## src/sv/imm_pkg.sv

```systemverilog
// Shared types and constants for the integer matrix multiply core.
package imm_pkg;

  // Defaults for the top-level parameters.
  localparam int DEFAULT_MAX_DIM      = 8;
  localparam int DEFAULT_ELEMENT_BITS = 16;

  // Configuration port.
  localparam int CFG_BITS       = 4;
  localparam int CFG_INDEX_BITS = 2;
  localparam logic [CFG_INDEX_BITS-1:0] CFG_ROWS_OF_A  = 2'd0;
  localparam logic [CFG_INDEX_BITS-1:0] CFG_INNER_SIZE = 2'd1;
  localparam logic [CFG_INDEX_BITS-1:0] CFG_COLS_OF_B  = 2'd2;
  localparam logic [CFG_BITS-1:0]       CFG_DIM_RESET  = 4'd8;

  // Effective dimension, 1..MAX_DIM.
  localparam int DIM_W = 5;

  // Result word.
  localparam int TAG_BITS    = 3;
  localparam int RESULT_BITS = 32;

  // Depth of the queue between the load front and the compute back.
  localparam int QUEUE_DEPTH = 4;

  typedef struct packed {
    logic [DIM_W-1:0] rows;
    logic [DIM_W-1:0] inner;
    logic [DIM_W-1:0] cols;
  } imm_dims_t;

endpackage

```

## src/sv/imm_front.sv

```systemverilog
// Load front: tags each incoming element with its matrix, row and column.
module imm_front #(
  parameter int MAX_DIM      = imm_pkg::DEFAULT_MAX_DIM,
  parameter int ELEMENT_BITS = imm_pkg::DEFAULT_ELEMENT_BITS,
  parameter int WORD_W       = 2 + 2 * $clog2(MAX_DIM) + ELEMENT_BITS
) (
  input  logic                           clk,
  input  logic                           rst_n,
  input  logic                           clear,
  input  imm_pkg::imm_dims_t             dims,
  input  logic                           in_valid,
  output logic                           in_ready,
  input  logic signed [ELEMENT_BITS-1:0] in_element,
  output logic                           q_valid,
  input  logic                           q_ready,
  output logic [WORD_W-1:0]              q_word
);
  import imm_pkg::*;

  localparam int IDX_W = $clog2(MAX_DIM);

  logic             is_b_r;
  logic [IDX_W-1:0] row_r;
  logic [IDX_W-1:0] col_r;
  logic [DIM_W-1:0] row_lim;
  logic [DIM_W-1:0] col_lim;
  logic             row_end;
  logic             col_end;
  logic             accept;

  // A is rows x inner, B is inner x cols.
  assign row_lim = is_b_r ? dims.inner : dims.rows;
  assign col_lim = is_b_r ? dims.cols  : dims.inner;
  assign row_end = (DIM_W'(row_r) == row_lim - DIM_W'(1));
  assign col_end = (DIM_W'(col_r) == col_lim - DIM_W'(1));

  assign accept   = in_valid && q_ready;
  assign in_ready = q_ready;
  assign q_valid  = in_valid;
  assign q_word   = {is_b_r, is_b_r && row_end && col_end, row_r, col_r, in_element};

  always_ff @(posedge clk) begin
    if (!rst_n || clear) begin
      is_b_r <= 1'b0;
      row_r  <= '0;
      col_r  <= '0;
    end else if (accept) begin
      if (col_end) begin
        col_r <= '0;
        if (row_end) begin
          row_r  <= '0;
          is_b_r <= !is_b_r;
        end else begin
          row_r <= row_r + IDX_W'(1);
        end
      end else begin
        col_r <= col_r + IDX_W'(1);
      end
    end
  end

endmodule

```

## src/sv/imm_queue.sv

```systemverilog
// Short FIFO that decouples the load front from the compute back.
module imm_queue #(
  parameter int WIDTH = 8,
  parameter int DEPTH = imm_pkg::QUEUE_DEPTH
) (
  input  logic             clk,
  input  logic             rst_n,
  input  logic             wr_valid,
  output logic             wr_ready,
  input  logic [WIDTH-1:0] wr_word,
  output logic             rd_valid,
  input  logic             rd_ready,
  output logic [WIDTH-1:0] rd_word
);
  import imm_pkg::*;

  localparam int PTR_W = $clog2(DEPTH);

  logic [WIDTH-1:0] slot_r [DEPTH];
  logic [PTR_W-1:0] wr_ptr_r;
  logic [PTR_W-1:0] rd_ptr_r;
  logic [PTR_W:0]   count_r;
  logic             push;
  logic             pop;

  assign wr_ready = (count_r != (PTR_W+1)'(DEPTH));
  assign rd_valid = (count_r != '0);
  assign rd_word  = slot_r[rd_ptr_r];
  assign push     = wr_valid && wr_ready;
  assign pop      = rd_valid && rd_ready;

  always_ff @(posedge clk) begin
    if (push) begin
      slot_r[wr_ptr_r] <= wr_word;
    end
  end

  always_ff @(posedge clk) begin
    if (!rst_n) begin
      wr_ptr_r <= '0;
      rd_ptr_r <= '0;
      count_r  <= '0;
    end else begin
      if (push) begin
        wr_ptr_r <= (wr_ptr_r == PTR_W'(DEPTH - 1)) ? '0 : wr_ptr_r + PTR_W'(1);
      end
      if (pop) begin
        rd_ptr_r <= (rd_ptr_r == PTR_W'(DEPTH - 1)) ? '0 : rd_ptr_r + PTR_W'(1);
      end
      if (push && !pop) begin
        count_r <= count_r + (PTR_W+1)'(1);
      end else if (pop && !push) begin
        count_r <= count_r - (PTR_W+1)'(1);
      end
    end
  end

endmodule

```

## src/sv/imm_back.sv

```systemverilog
// Compute back: stores both matrices, then runs a pipelined multiply-accumulate.
module imm_back #(
  parameter int MAX_DIM      = imm_pkg::DEFAULT_MAX_DIM,
  parameter int ELEMENT_BITS = imm_pkg::DEFAULT_ELEMENT_BITS,
  parameter int WORD_W       = 2 + 2 * $clog2(MAX_DIM) + ELEMENT_BITS
) (
  input  logic                                  clk,
  input  logic                                  rst_n,
  input  imm_pkg::imm_dims_t                    dims,
  input  logic                                  q_valid,
  output logic                                  q_ready,
  input  logic [WORD_W-1:0]                     q_word,
  output logic                                  out_valid,
  input  logic                                  out_ready,
  output logic [imm_pkg::TAG_BITS-1:0]          out_row,
  output logic [imm_pkg::TAG_BITS-1:0]          out_col,
  output logic signed [imm_pkg::RESULT_BITS-1:0] out_product_value,
  output logic                                  out_last_of_matrix
);
  import imm_pkg::*;

  localparam int IDX_W     = $clog2(MAX_DIM);
  localparam int ADDR_W    = 2 * IDX_W;
  localparam int MEM_DEPTH = 1 << ADDR_W;

  typedef enum logic {ST_LOAD, ST_CALC} state_t;

  state_t state_r;

  // Incoming word fields.
  logic [ELEMENT_BITS-1:0] w_val;
  logic [IDX_W-1:0]        w_col;
  logic [IDX_W-1:0]        w_row;
  logic                    w_last;
  logic                    w_is_b;

  logic [ELEMENT_BITS-1:0] left_mem  [MEM_DEPTH];
  logic [ELEMENT_BITS-1:0] right_mem [MEM_DEPTH];

  // Sequencer.
  logic [IDX_W-1:0] i_r;
  logic [IDX_W-1:0] j_r;
  logic [IDX_W-1:0] t_r;
  logic             i_end;
  logic             j_end;
  logic             t_end;
  logic             adv;
  logic             rd_en;

  // Stage 1: operands read.
  logic signed [ELEMENT_BITS-1:0] a_rd_r;
  logic signed [ELEMENT_BITS-1:0] b_rd_r;
  logic                           v1_r;
  logic                           first1_r;
  logic                           end1_r;
  logic                           lastm1_r;
  logic [IDX_W-1:0]               i1_r;
  logic [IDX_W-1:0]               j1_r;

  // Stage 2: product.
  logic signed [RESULT_BITS-1:0] a_ext;
  logic signed [RESULT_BITS-1:0] b_ext;
  logic signed [RESULT_BITS-1:0] prod_r;
  logic                          v2_r;
  logic                          first2_r;
  logic                          end2_r;
  logic                          lastm2_r;
  logic [IDX_W-1:0]              i2_r;
  logic [IDX_W-1:0]              j2_r;

  // Stage 3: accumulate and output.
  logic signed [RESULT_BITS-1:0] acc_r;
  logic signed [RESULT_BITS-1:0] sum;
  logic                          out_valid_r;
  logic [TAG_BITS-1:0]           out_row_r;
  logic [TAG_BITS-1:0]           out_col_r;
  logic signed [RESULT_BITS-1:0] out_value_r;
  logic                          out_last_r;

  assign {w_is_b, w_last, w_row, w_col, w_val} = q_word;

  assign q_ready = (state_r == ST_LOAD);
  assign adv     = !(out_valid_r && !out_ready);
  assign rd_en   = (state_r == ST_CALC) && adv;

  assign i_end = (DIM_W'(i_r) == dims.rows  - DIM_W'(1));
  assign j_end = (DIM_W'(j_r) == dims.cols  - DIM_W'(1));
  assign t_end = (DIM_W'(t_r) == dims.inner - DIM_W'(1));

  assign a_ext = RESULT_BITS'(a_rd_r);
  assign b_ext = RESULT_BITS'(b_rd_r);
  assign sum   = first2_r ? prod_r : acc_r + prod_r;

  assign out_valid          = out_valid_r;
  assign out_row            = out_row_r;
  assign out_col            = out_col_r;
  assign out_product_value  = out_value_r;
  assign out_last_of_matrix = out_last_r;

  always_ff @(posedge clk) begin
    if (q_valid && q_ready) begin
      if (w_is_b) begin
        right_mem[{w_row, w_col}] <= w_val;
      end else begin
        left_mem[{w_row, w_col}] <= w_val;
      end
    end
    if (rd_en) begin
      a_rd_r <= left_mem[{i_r, t_r}];
      b_rd_r <= right_mem[{t_r, j_r}];
    end
  end

  always_ff @(posedge clk) begin
    if (!rst_n) begin
      state_r     <= ST_LOAD;
      i_r         <= '0;
      j_r         <= '0;
      t_r         <= '0;
      v1_r        <= 1'b0;
      v2_r        <= 1'b0;
      out_valid_r <= 1'b0;
    end else begin
      unique case (state_r)
        ST_LOAD: begin
          if (q_valid && w_last) begin
            state_r <= ST_CALC;
            i_r     <= '0;
            j_r     <= '0;
            t_r     <= '0;
          end
        end
        ST_CALC: begin
          if (adv) begin
            if (t_end) begin
              t_r <= '0;
              if (j_end) begin
                j_r <= '0;
                if (i_end) begin
                  state_r <= ST_LOAD;
                end else begin
                  i_r <= i_r + IDX_W'(1);
                end
              end else begin
                j_r <= j_r + IDX_W'(1);
              end
            end else begin
              t_r <= t_r + IDX_W'(1);
            end
          end
        end
      endcase

      if (adv) begin
        v1_r     <= rd_en;
        first1_r <= (t_r == '0);
        end1_r   <= t_end;
        lastm1_r <= i_end && j_end;
        i1_r     <= i_r;
        j1_r     <= j_r;

        v2_r     <= v1_r;
        first2_r <= first1_r;
        end2_r   <= end1_r;
        lastm2_r <= lastm1_r;
        i2_r     <= i1_r;
        j2_r     <= j1_r;
        prod_r   <= a_ext * b_ext;

        if (v2_r) begin
          acc_r <= sum;
        end
      end

      if (adv && v2_r && end2_r) begin
        out_valid_r <= 1'b1;
        out_row_r   <= TAG_BITS'(i2_r);
        out_col_r   <= TAG_BITS'(j2_r);
        out_value_r <= sum;
        out_last_r  <= lastm2_r;
      end else if (out_ready) begin
        out_valid_r <= 1'b0;
      end
    end
  end

endmodule

```

## src/sv/integer_matrix_multiply_core.sv

```systemverilog
// Top level: signed integer matrix product C = A * B over streamed elements.
//
// Usage:
//   Set rows_of_a, inner_size and cols_of_b through cfg_we/cfg_index/cfg_data
//   while the block is idle (a zero reads as 1, anything above MAX_DIM as
//   MAX_DIM). Any write to one of these restarts the load at the first
//   element of A. Then stream elements on in_valid/in_ready: all of A in
//   row-major order, then all of B in row-major order, one word per cycle
//   while in_ready is high. The word that completes B starts the product;
//   C leaves on out_valid/out_ready in row-major order, each word tagged
//   with its row and column, and out_last_of_matrix marks the final one.
// Flow:
//   The multiply-accumulate unit handles one product term per cycle while
//   the receiver is not stalling it. The four-deep queue takes up to four
//   words of the next pair meanwhile, then in_ready drops.
// Reset puts all three dimensions at 8 and clears the load position; the
// element stores are not cleared. A stalled receiver holds the result
// register and freezes the multiply-accumulate pipeline until it drains.
module integer_matrix_multiply_core #(
  parameter int MAX_DIM      = imm_pkg::DEFAULT_MAX_DIM,
  parameter int ELEMENT_BITS = imm_pkg::DEFAULT_ELEMENT_BITS
) (
  input  logic                                   clk,
  input  logic                                   rst_n,
  input  logic                                   in_valid,
  output logic                                   in_ready,
  input  logic signed [ELEMENT_BITS-1:0]         in_element,
  output logic                                   out_valid,
  input  logic                                   out_ready,
  output logic [imm_pkg::TAG_BITS-1:0]           out_row,
  output logic [imm_pkg::TAG_BITS-1:0]           out_col,
  output logic signed [imm_pkg::RESULT_BITS-1:0] out_product_value,
  output logic                                   out_last_of_matrix,
  input  logic                                   cfg_we,
  input  logic [imm_pkg::CFG_INDEX_BITS-1:0]     cfg_index,
  input  logic [imm_pkg::CFG_BITS-1:0]           cfg_data
);
  import imm_pkg::*;

  localparam int IDX_W  = $clog2(MAX_DIM);
  localparam int WORD_W = 2 + 2 * IDX_W + ELEMENT_BITS;

  logic [CFG_BITS-1:0] rows_r;
  logic [CFG_BITS-1:0] inner_r;
  logic [CFG_BITS-1:0] cols_r;
  logic                cfg_hit;
  imm_dims_t           dims;

  logic              fq_valid;
  logic              fq_ready;
  logic [WORD_W-1:0] fq_word;
  logic              qb_valid;
  logic              qb_ready;
  logic [WORD_W-1:0] qb_word;

  // Saturate a raw register value into the usable dimension range.
  function automatic logic [DIM_W-1:0] eff_dim(input logic [CFG_BITS-1:0] v);
    logic [DIM_W-1:0] d;
    d = DIM_W'(v);
    if (d == '0) begin
      return DIM_W'(1);
    end else if (d > DIM_W'(MAX_DIM)) begin
      return DIM_W'(MAX_DIM);
    end
    return d;
  endfunction

  always_comb begin
    dims.rows  = eff_dim(rows_r);
    dims.inner = eff_dim(inner_r);
    dims.cols  = eff_dim(cols_r);
  end

  // Only a write to a real register restarts the load.
  assign cfg_hit = cfg_we && (cfg_index == CFG_ROWS_OF_A || cfg_index == CFG_INNER_SIZE ||
                              cfg_index == CFG_COLS_OF_B);

  always_ff @(posedge clk) begin
    if (!rst_n) begin
      rows_r  <= CFG_DIM_RESET;
      inner_r <= CFG_DIM_RESET;
      cols_r  <= CFG_DIM_RESET;
    end else if (cfg_we) begin
      unique case (cfg_index)
        CFG_ROWS_OF_A:  rows_r  <= cfg_data;
        CFG_INNER_SIZE: inner_r <= cfg_data;
        CFG_COLS_OF_B:  cols_r  <= cfg_data;
        default: begin
          // drop writes beyond the register list
        end
      endcase
    end
  end

  imm_front #(
    .MAX_DIM      (MAX_DIM),
    .ELEMENT_BITS (ELEMENT_BITS),
    .WORD_W       (WORD_W)
  ) u_front (
    .clk        (clk),
    .rst_n      (rst_n),
    .clear      (cfg_hit),
    .dims       (dims),
    .in_valid   (in_valid),
    .in_ready   (in_ready),
    .in_element (in_element),
    .q_valid    (fq_valid),
    .q_ready    (fq_ready),
    .q_word     (fq_word)
  );

  imm_queue #(
    .WIDTH (WORD_W),
    .DEPTH (QUEUE_DEPTH)
  ) u_queue (
    .clk      (clk),
    .rst_n    (rst_n),
    .wr_valid (fq_valid),
    .wr_ready (fq_ready),
    .wr_word  (fq_word),
    .rd_valid (qb_valid),
    .rd_ready (qb_ready),
    .rd_word  (qb_word)
  );

  imm_back #(
    .MAX_DIM      (MAX_DIM),
    .ELEMENT_BITS (ELEMENT_BITS),
    .WORD_W       (WORD_W)
  ) u_back (
    .clk                (clk),
    .rst_n              (rst_n),
    .dims               (dims),
    .q_valid            (qb_valid),
    .q_ready            (qb_ready),
    .q_word             (qb_word),
    .out_valid          (out_valid),
    .out_ready          (out_ready),
    .out_row            (out_row),
    .out_col            (out_col),
    .out_product_value  (out_product_value),
    .out_last_of_matrix (out_last_of_matrix)
  );

endmodule

```

## config.mk

```make
export PLATFORM = sky130hd
export DESIGN_NAME = integer_matrix_multiply_core
export DESIGN_NICKNAME = d
export VERILOG_FILES = /design/src/sv/imm_pkg.sv /design/src/sv/imm_front.sv /design/src/sv/imm_queue.sv /design/src/sv/imm_back.sv /design/src/sv/integer_matrix_multiply_core.sv
export SDC_FILE = /design/constraint.sdc
export NUM_CORES = 2
export LEC_CHECK = 0
export ABC_AREA = 0
export BUFFER_PORTS_ARGS = -buffer_cell sky130_fd_sc_hd__buf_4
export CELL_PAD_IN_SITES_DETAIL_PLACEMENT = 1
export CELL_PAD_IN_SITES_GLOBAL_PLACEMENT = 1
export CORE_ASPECT_RATIO = 0.7
export CORE_MARGIN = 2
export CORE_UTILIZATION = 55
export DETAILED_ROUTE_END_ITERATION = 12
export PLACE_DENSITY_LB_ADDON = 0.1
export SLEW_MARGIN = 20
export SYNTH_ARGS = -nofsm -noshare
export SYNTH_HDL_FRONTEND = slang
export SYNTH_HIERARCHICAL = 1
export SYNTH_SLANG_ARGS = --single-unit
```

## constraint.sdc

```tcl
create_clock -name clk -period 6.9 [get_ports clk]
set_input_delay 1.38 -clock clk [delete_from_list [all_inputs] [get_ports clk]]
set_output_delay 1.38 -clock clk [all_outputs]
set_load 0.1 [all_outputs]
```

# Yosys cells after proc, flatten, opt, wreduce, memory -nomap -nowiden
# Memories as Yosys holds them, arrays and structs flattened. A register that Yosys moved wholly into a read port is not among the register bits.
# Cells that the tools add are included.
[word_totals] regBits=160 latchBits=0 ram_bits=2144 rom_bits=0 inputBits=27 out_inout_bits=41 word_cells=167 n_memories=3
[classes] n_addsub=15 mul=1 div=0 n_lt_le_gt_ge=3 n_eq_ne=15 n_shift=0 mux=55 n_bitwise=2 n_reduce_logical=41
[memory_table] name="u_back.left_mem" words=64 width=16 rd=1 rd_clocked_by_memory_dff=1 wr=1 line_no="imm_back.sv:37" source="logic [ELEMENT_BITS-1:0] left_mem [MEM_DEPTH];"
[memory_table] name="u_back.right_mem" words=64 width=16 rd=1 rd_clocked_by_memory_dff=1 wr=1 line_no="imm_back.sv:38" source="logic [ELEMENT_BITS-1:0] right_mem [MEM_DEPTH];"
[memory_table] name="u_queue.slot_r" words=4 width=24 rd=1 rd_clocked_by_memory_dff=1 wr=1 line_no="imm_queue.sv:19" source="logic [WIDTH-1:0] slot_r [DEPTH];"
[op_table] op="two-way mux 5 bit" n=11
[op_table] op="two-way mux 3 bit" n=14
[op_table] op="adder 32 bit" n=1
[op_table] op="multiplier 16 x 16 -> 32 bit" n=1
[op_table] op="two-way mux 32 bit" n=1
[op_table] op="== test 3 x 5 -> 1 bit" n=5
[op_table] op="subtractor 5 x 1 -> 5 bit (second input constant)" n=5
[op_table] op="two-way mux 1 bit" n=21
[op_table] op="adder 3 x 1 -> 3 bit (second input constant)" n=6
[op_table] op="one-hot mux 3 bit (2 select lines)" n=3
[op_table] op="AND reduction 2 bit" n=7
[op_table] op="logical AND 1 bit" n=13
[op_table] op="> comparator 4 bit (second input constant)" n=3
[op_table] op="logical NOT 4 bit" n=3
[op_table] op="inequality test 2 bit (second input constant)" n=5
[op_table] op="AND reduction 3 bit" n=3
[op_table] op="two-way mux 2 bit" n=4
[op_table] op="== test 2 bit (second input constant)" n=3
[op_table] op="logical NOT 1 bit" n=6
[op_table] op="AND reduction 5 bit" n=1
[op_table] op="adder 2 x 1 -> 2 bit (second input constant)" n=2
[op_table] op="nonzero test 2 bit" n=2
[op_table] op="logical NOT 3 bit" n=1
[op_table] op="logical OR 1 bit" n=3
[op_table] op="other kinds (7)" n=8

# Logic depth before layout (Yosys ltp)
[logic_depth] word_depth=11 depth_mapped=24 ltp_nobuf=23

# Modules after synthesis
# The synthesis kept the hierarchy.
[modules_own_cells] mod="imm_back" n_inst=1 cells_each=4718 area_per_inst_um2=95447.8 seq_area_each_um2=66353.6
[modules_own_cells] mod="imm_queue" n_inst=1 cells_each=177 area_per_inst_um2=3948.8 seq_area_each_um2=3062.9
[modules_own_cells] mod="imm_front" n_inst=1 cells_each=103 area_per_inst_um2=862.1 seq_area_each_um2=140.1
[modules_own_cells] mod="integer_matrix_multiply_core" n_inst=1 cells_each=61 area_per_inst_um2=578.1 seq_area_each_um2=240.2

# Worst setup path after synthesis
# Ideal clock, no wire load.
[synth_timing] path_kind="flip-flop to flip-flop" start="reg u_back.a_rd_r[15], read port of u_back.left_mem" end="reg u_back.prod_r[29], data pin" setup_time_ns=0.259 t_arrival_ns=5.676 slack_ns=0.965 path_stages_with_launch=21 n_path_buf=1 period_less_slack_ns=5.935 cell_sequence="edfxtp_1 -> clkbuf_1 -> nand2_1 -> inv_1 -> fa_1 -> fa_1 -> inv_1 -> fa_1 -> fa_1 -> fa_1 -> fa_1 -> inv_1 -> ha_1 -> a21o_1 -> a21o_1 -> a21oi_1 -> o21ai_0 -> a21o_1 -> a31o_2 -> a21oi_1 -> xnor2_1"
[synth_via] elab_chain_len=1
[synth_lines] item="start, declared" line_no="imm_back.sv:51" source="logic signed [ELEMENT_BITS-1:0] a_rd_r;"
[synth_lines] item="multiplier 16 x 16 -> 32 bit" line_no="imm_back.sv:168" source="prod_r <= a_ext * b_ext;"
[synth_lines] item="end signal, assigned" line_no="imm_back.sv:168"
[synth_lines] item="end, declared" line_no="imm_back.sv:63" source="logic signed [RESULT_BITS-1:0] prod_r;"
# No other way between the ends.
# A chain may end at the register's enable or synchronous reset.

# Worst setup path after layout
[layout_timing] start="reg u_back.b_rd_r[2], read port of u_back.right_mem" end="reg u_back.prod_r[29], data pin"
[layout_via] elab_chain_len=1
[layout_lines] item="start, declared" line_no="imm_back.sv:52" source="logic signed [ELEMENT_BITS-1:0] b_rd_r;"
[layout_lines] item="multiplier 16 x 16 -> 32 bit" line_no="imm_back.sv:168"
# No other way between the ends.

==> metrics.md <==
| Metric | Value |
|---|---|
| Synthesized instance count | between 5000 and 6000 |
| Area share of the largest cell type after synthesis | between 60% and 70% |
| Setup TNS | 0 ns |
| RSZ-0062 raised after global routing | no |
| Crit path arrival time | between 7 and 8 ns |
| Wirelength per Cell | between 30 and 40 um |
| Num CTS Buffers | between 200 and 250 |
| Nets | around 5700 |
| Core area | approximately 180000 um^2 |
| Syn Area/Cell | between 15 and 20 um^2 |
| DIE HEIGHT | 362 um |
| Actual slew at the worst max-slew pin | ~1.1 ns |
| Post-route clock period utilization | 94.8% |
| Routed Wire Length | approximately 260000 um |
| Syn. warnings | 6 |
| # fillers | 15200 |
| Routed vias/inst | roughly 6.3 |
| Clk_skew | about 0.07 ns |
| Post-DP HPWL | about 160000 um |
| Setup WS post-layout | approximately 0.36 ns |
| Maximum number of pins on one net before global-route repair | 130 |
| Pins Over Slew Limit | 0 |
| Initial antenna violation count | 15 |
| Tmin final | about 6.5 ns |
| CP Launch Type | flop |
| Initial Util | 55.4% |
| Max-cap violations | 0 |
| Async SR Flop Fraction | 0% |
| Clock Tree Root | clkbuf_16 |
| Register bit total from synthesis | between 2000 and 2500 |
| Critical path type | flop to flop |
| Main synth FF type | edfxtp_1 |
| DP Worst Slack | approximately 0.41 ns |
| Worst-path fanout max | 16 |
| Final hold violations | 0 |
| Post-DRT Antenna Nets | 0 |
| GRT Util Overall | 28.4% |
| CTS resizes | 0 |
| Sequential cell area fraction in the yosys report | between 60% and 70% |
| Die width | roughly 520 um |
| Worst endpoint required time | around 7.4 ns |
| Layout cell share with drive strength beyond 1 | 24.0% |
| Clock Latency Late Sink | roughly 0.86 ns |
| Maximum clock rate | between 150 and 200 MHz |
| Post-route insts no fill | between 7000 and 8000 |
| Vias | approximately 50000 |
| Global-route wire length before repair | between 300000 and 400000 um |
| Buffers on Ports | 67 |
| Vias in the first global route | 52200 |
| CTS H-tree lvls | 4 |
| CTS tree | done |
| Synth cell types | 87 |
| Clock Sink Count | roughly 2300 |
| Synth area leaders | edfxtp_1 (68%), mux4_2 (15%), fa_1 (5.2%) |
| 1st-iter DRT viols | approximately 6500 |
| Num rows | 131 |
| Count of flip-flops with a built-in enable after synthesis | approximately 2300 |
| Drt drc | 0 |
| Die area | approximately 190000 um^2 |
| Initial DRT Pass Iterations | 5 |
| Final setup viols | 0 |
| Max-slew headroom | 25.7% |
| Synthesized area | around 100000 um^2 |
| Placed cells | roughly 7500 |
| Largest area contributor in the netlist | edfxtp_1 |
| Worst hold path class | flop to flop |
| Status | completed |
| Max Root-Sink Buffers | 4 |
| CP Capture Type | flop |
| Hold Buf Count CTS | 0 |
| Total grt overflow | 0 |
| I/O pin total | 68 |
| GP Congestion | between 0.8 and 0.9 |
| Util after Layout | between 60% and 70% |
| Clk slew on worst S/H paths | 0.07 ns |
| Syn-to-layout area delta | 10.8% |
[synthesized netlist by cell type (all sizes together), types with 2 or more instances]
cell	number
edfxtp	2297
mux4	696
inv	343
fa	264
nand2	222
nor2	193
clkbuf	137
and2	131
ha	130
buf	103
a21oi	58
xnor2	54
o21ai	53
dfxtp	41
a21o	29
mux2i	24
nand2b	23
nand3	22
xor2	21
nor3	19
nor2b	18
nand4	16
o21a	15
a211oi	12
o211ai	12
nand3b	10
o31ai	10
or3	9
a31oi	8
and3	8
nor3b	7
mux2	6
or3b	6
a41oi	5
or2	5
a21boi	4
a31o	4
o2111ai	4
o21bai	4
a211o	3
o21ba	3
o41ai	3
and4	2
o221ai	2
[final timing paths]
path | startpoint | end | slack, ns | cells past startpoint
worst max-delay path | u_back/b_rd_r[2] | u_back/prod_r[29] | 0.36 | 19
worst min-delay path | u_back/first1_r | u_back/first2_r | 0.38 | 0
worst max register to register | u_back/b_rd_r[2] | u_back/prod_r[29] | 0.36 | 19
worst min register to register | u_back/first1_r | u_back/first2_r | 0.38 | 0
[registers in the layout, summed over array words and instances, names as in the netlist, 4 cells and up, named ones only]
register,flops
u_back/b_rd_r,16
u_back/left_mem,1024
u_back/a_rd_r,16
u_back/out_product_value,32
u_queue/slot_r,96
inner_r,4
u_back/acc_r,32
cols_r,4
rows_r,4
u_back/right_mem,1024
u_back/prod_r,32
[per-layer routing]
layer	wire (um)	GRT usage [%]	vias up
met3	27800	6.84	319
met5	13	0	-
li1	-	-	20400
met4	5240	6.05	2
met2	113000	40.1	2479
met1	113000	45.2	27100
[placed cells by master (no fill, tap or decap), types with 26 or more instances in the layout]
master,count
a21o_1,29
a21oi_1,57
and2_1,130
buf_4,248
clkbuf_1,44
clkbuf_16,219
clkinv_1,54
clkinv_2,39
dfxtp_1,33
edfxtp_1,2297
fa_1,264
ha_1,130
inv_1,341
mux4_2,673
nand2_1,222
nor2_1,162
nor2_2,26
o21ai_0,43
xnor2_1,54
[critical path, stage by stage, from the launching register on]
cell and delay [ns]:
edfxtp_1 0.73, nand2_1 0.18, inv_1 0.12, fa_1 0.55, fa_1 0.69, inv_1 0.19
fa_1 0.49, fa_1 0.59, fa_1 0.43, fa_1 0.50, inv_1 0.04, ha_1 0.32
a21o_1 0.20, a21o_1 0.18, a21oi_1 0.18, o21ai_0 0.14, a21o_1 0.20, a31o_2 0.21
a21oi_1 0.17, xnor2_1 0.09
[cell families after synthesis]
kind of cell,after synthesis,synth area share (%)
DFF,2338,69.2
AOI/OAI and AO/OA,245,1.61
buffers and inverters,584,2.44
muxes,726,15.9
and+or+nand+nor,696,3.32
adders and majority gates,394,6.85
other,1,0.00372
xor gates and xnor gates,75,0.651
[timing repair]
item,CTS,global route
endpoints found under the hold margin,0,0
endpoints found under the setup margin,0,1
buffers inserted,0,7
[stage by stage]
step / cell area, um^2 / hold WS, ns
6_report: 112000 / 0.385
5_1_grt: 112000 / 0.419
4_1_cts: 112000 / 0.396
3_5_place_dp: 105000 / 0.406
3_3_place_gp: 105000 / 0.402
2_1_floorplan: 101000 / 0.400
[cell type report]
type,instances,area (um^2),share of cell area [%]
timing repair buffer,258,2060,1.85
multi-input combinational,2147,28800,25.8
clock inverter,124,993,0.890
clock buffer,263,5650,5.05
sequential,2338,69800,62.5
antenna,9,22.5,0.0202
inverter,344,1290,1.16
tap,2460,3080,2.76
Power is not shown: default switching activity piles up to over one toggle a cycle in this logic, so the estimate is an artifact.
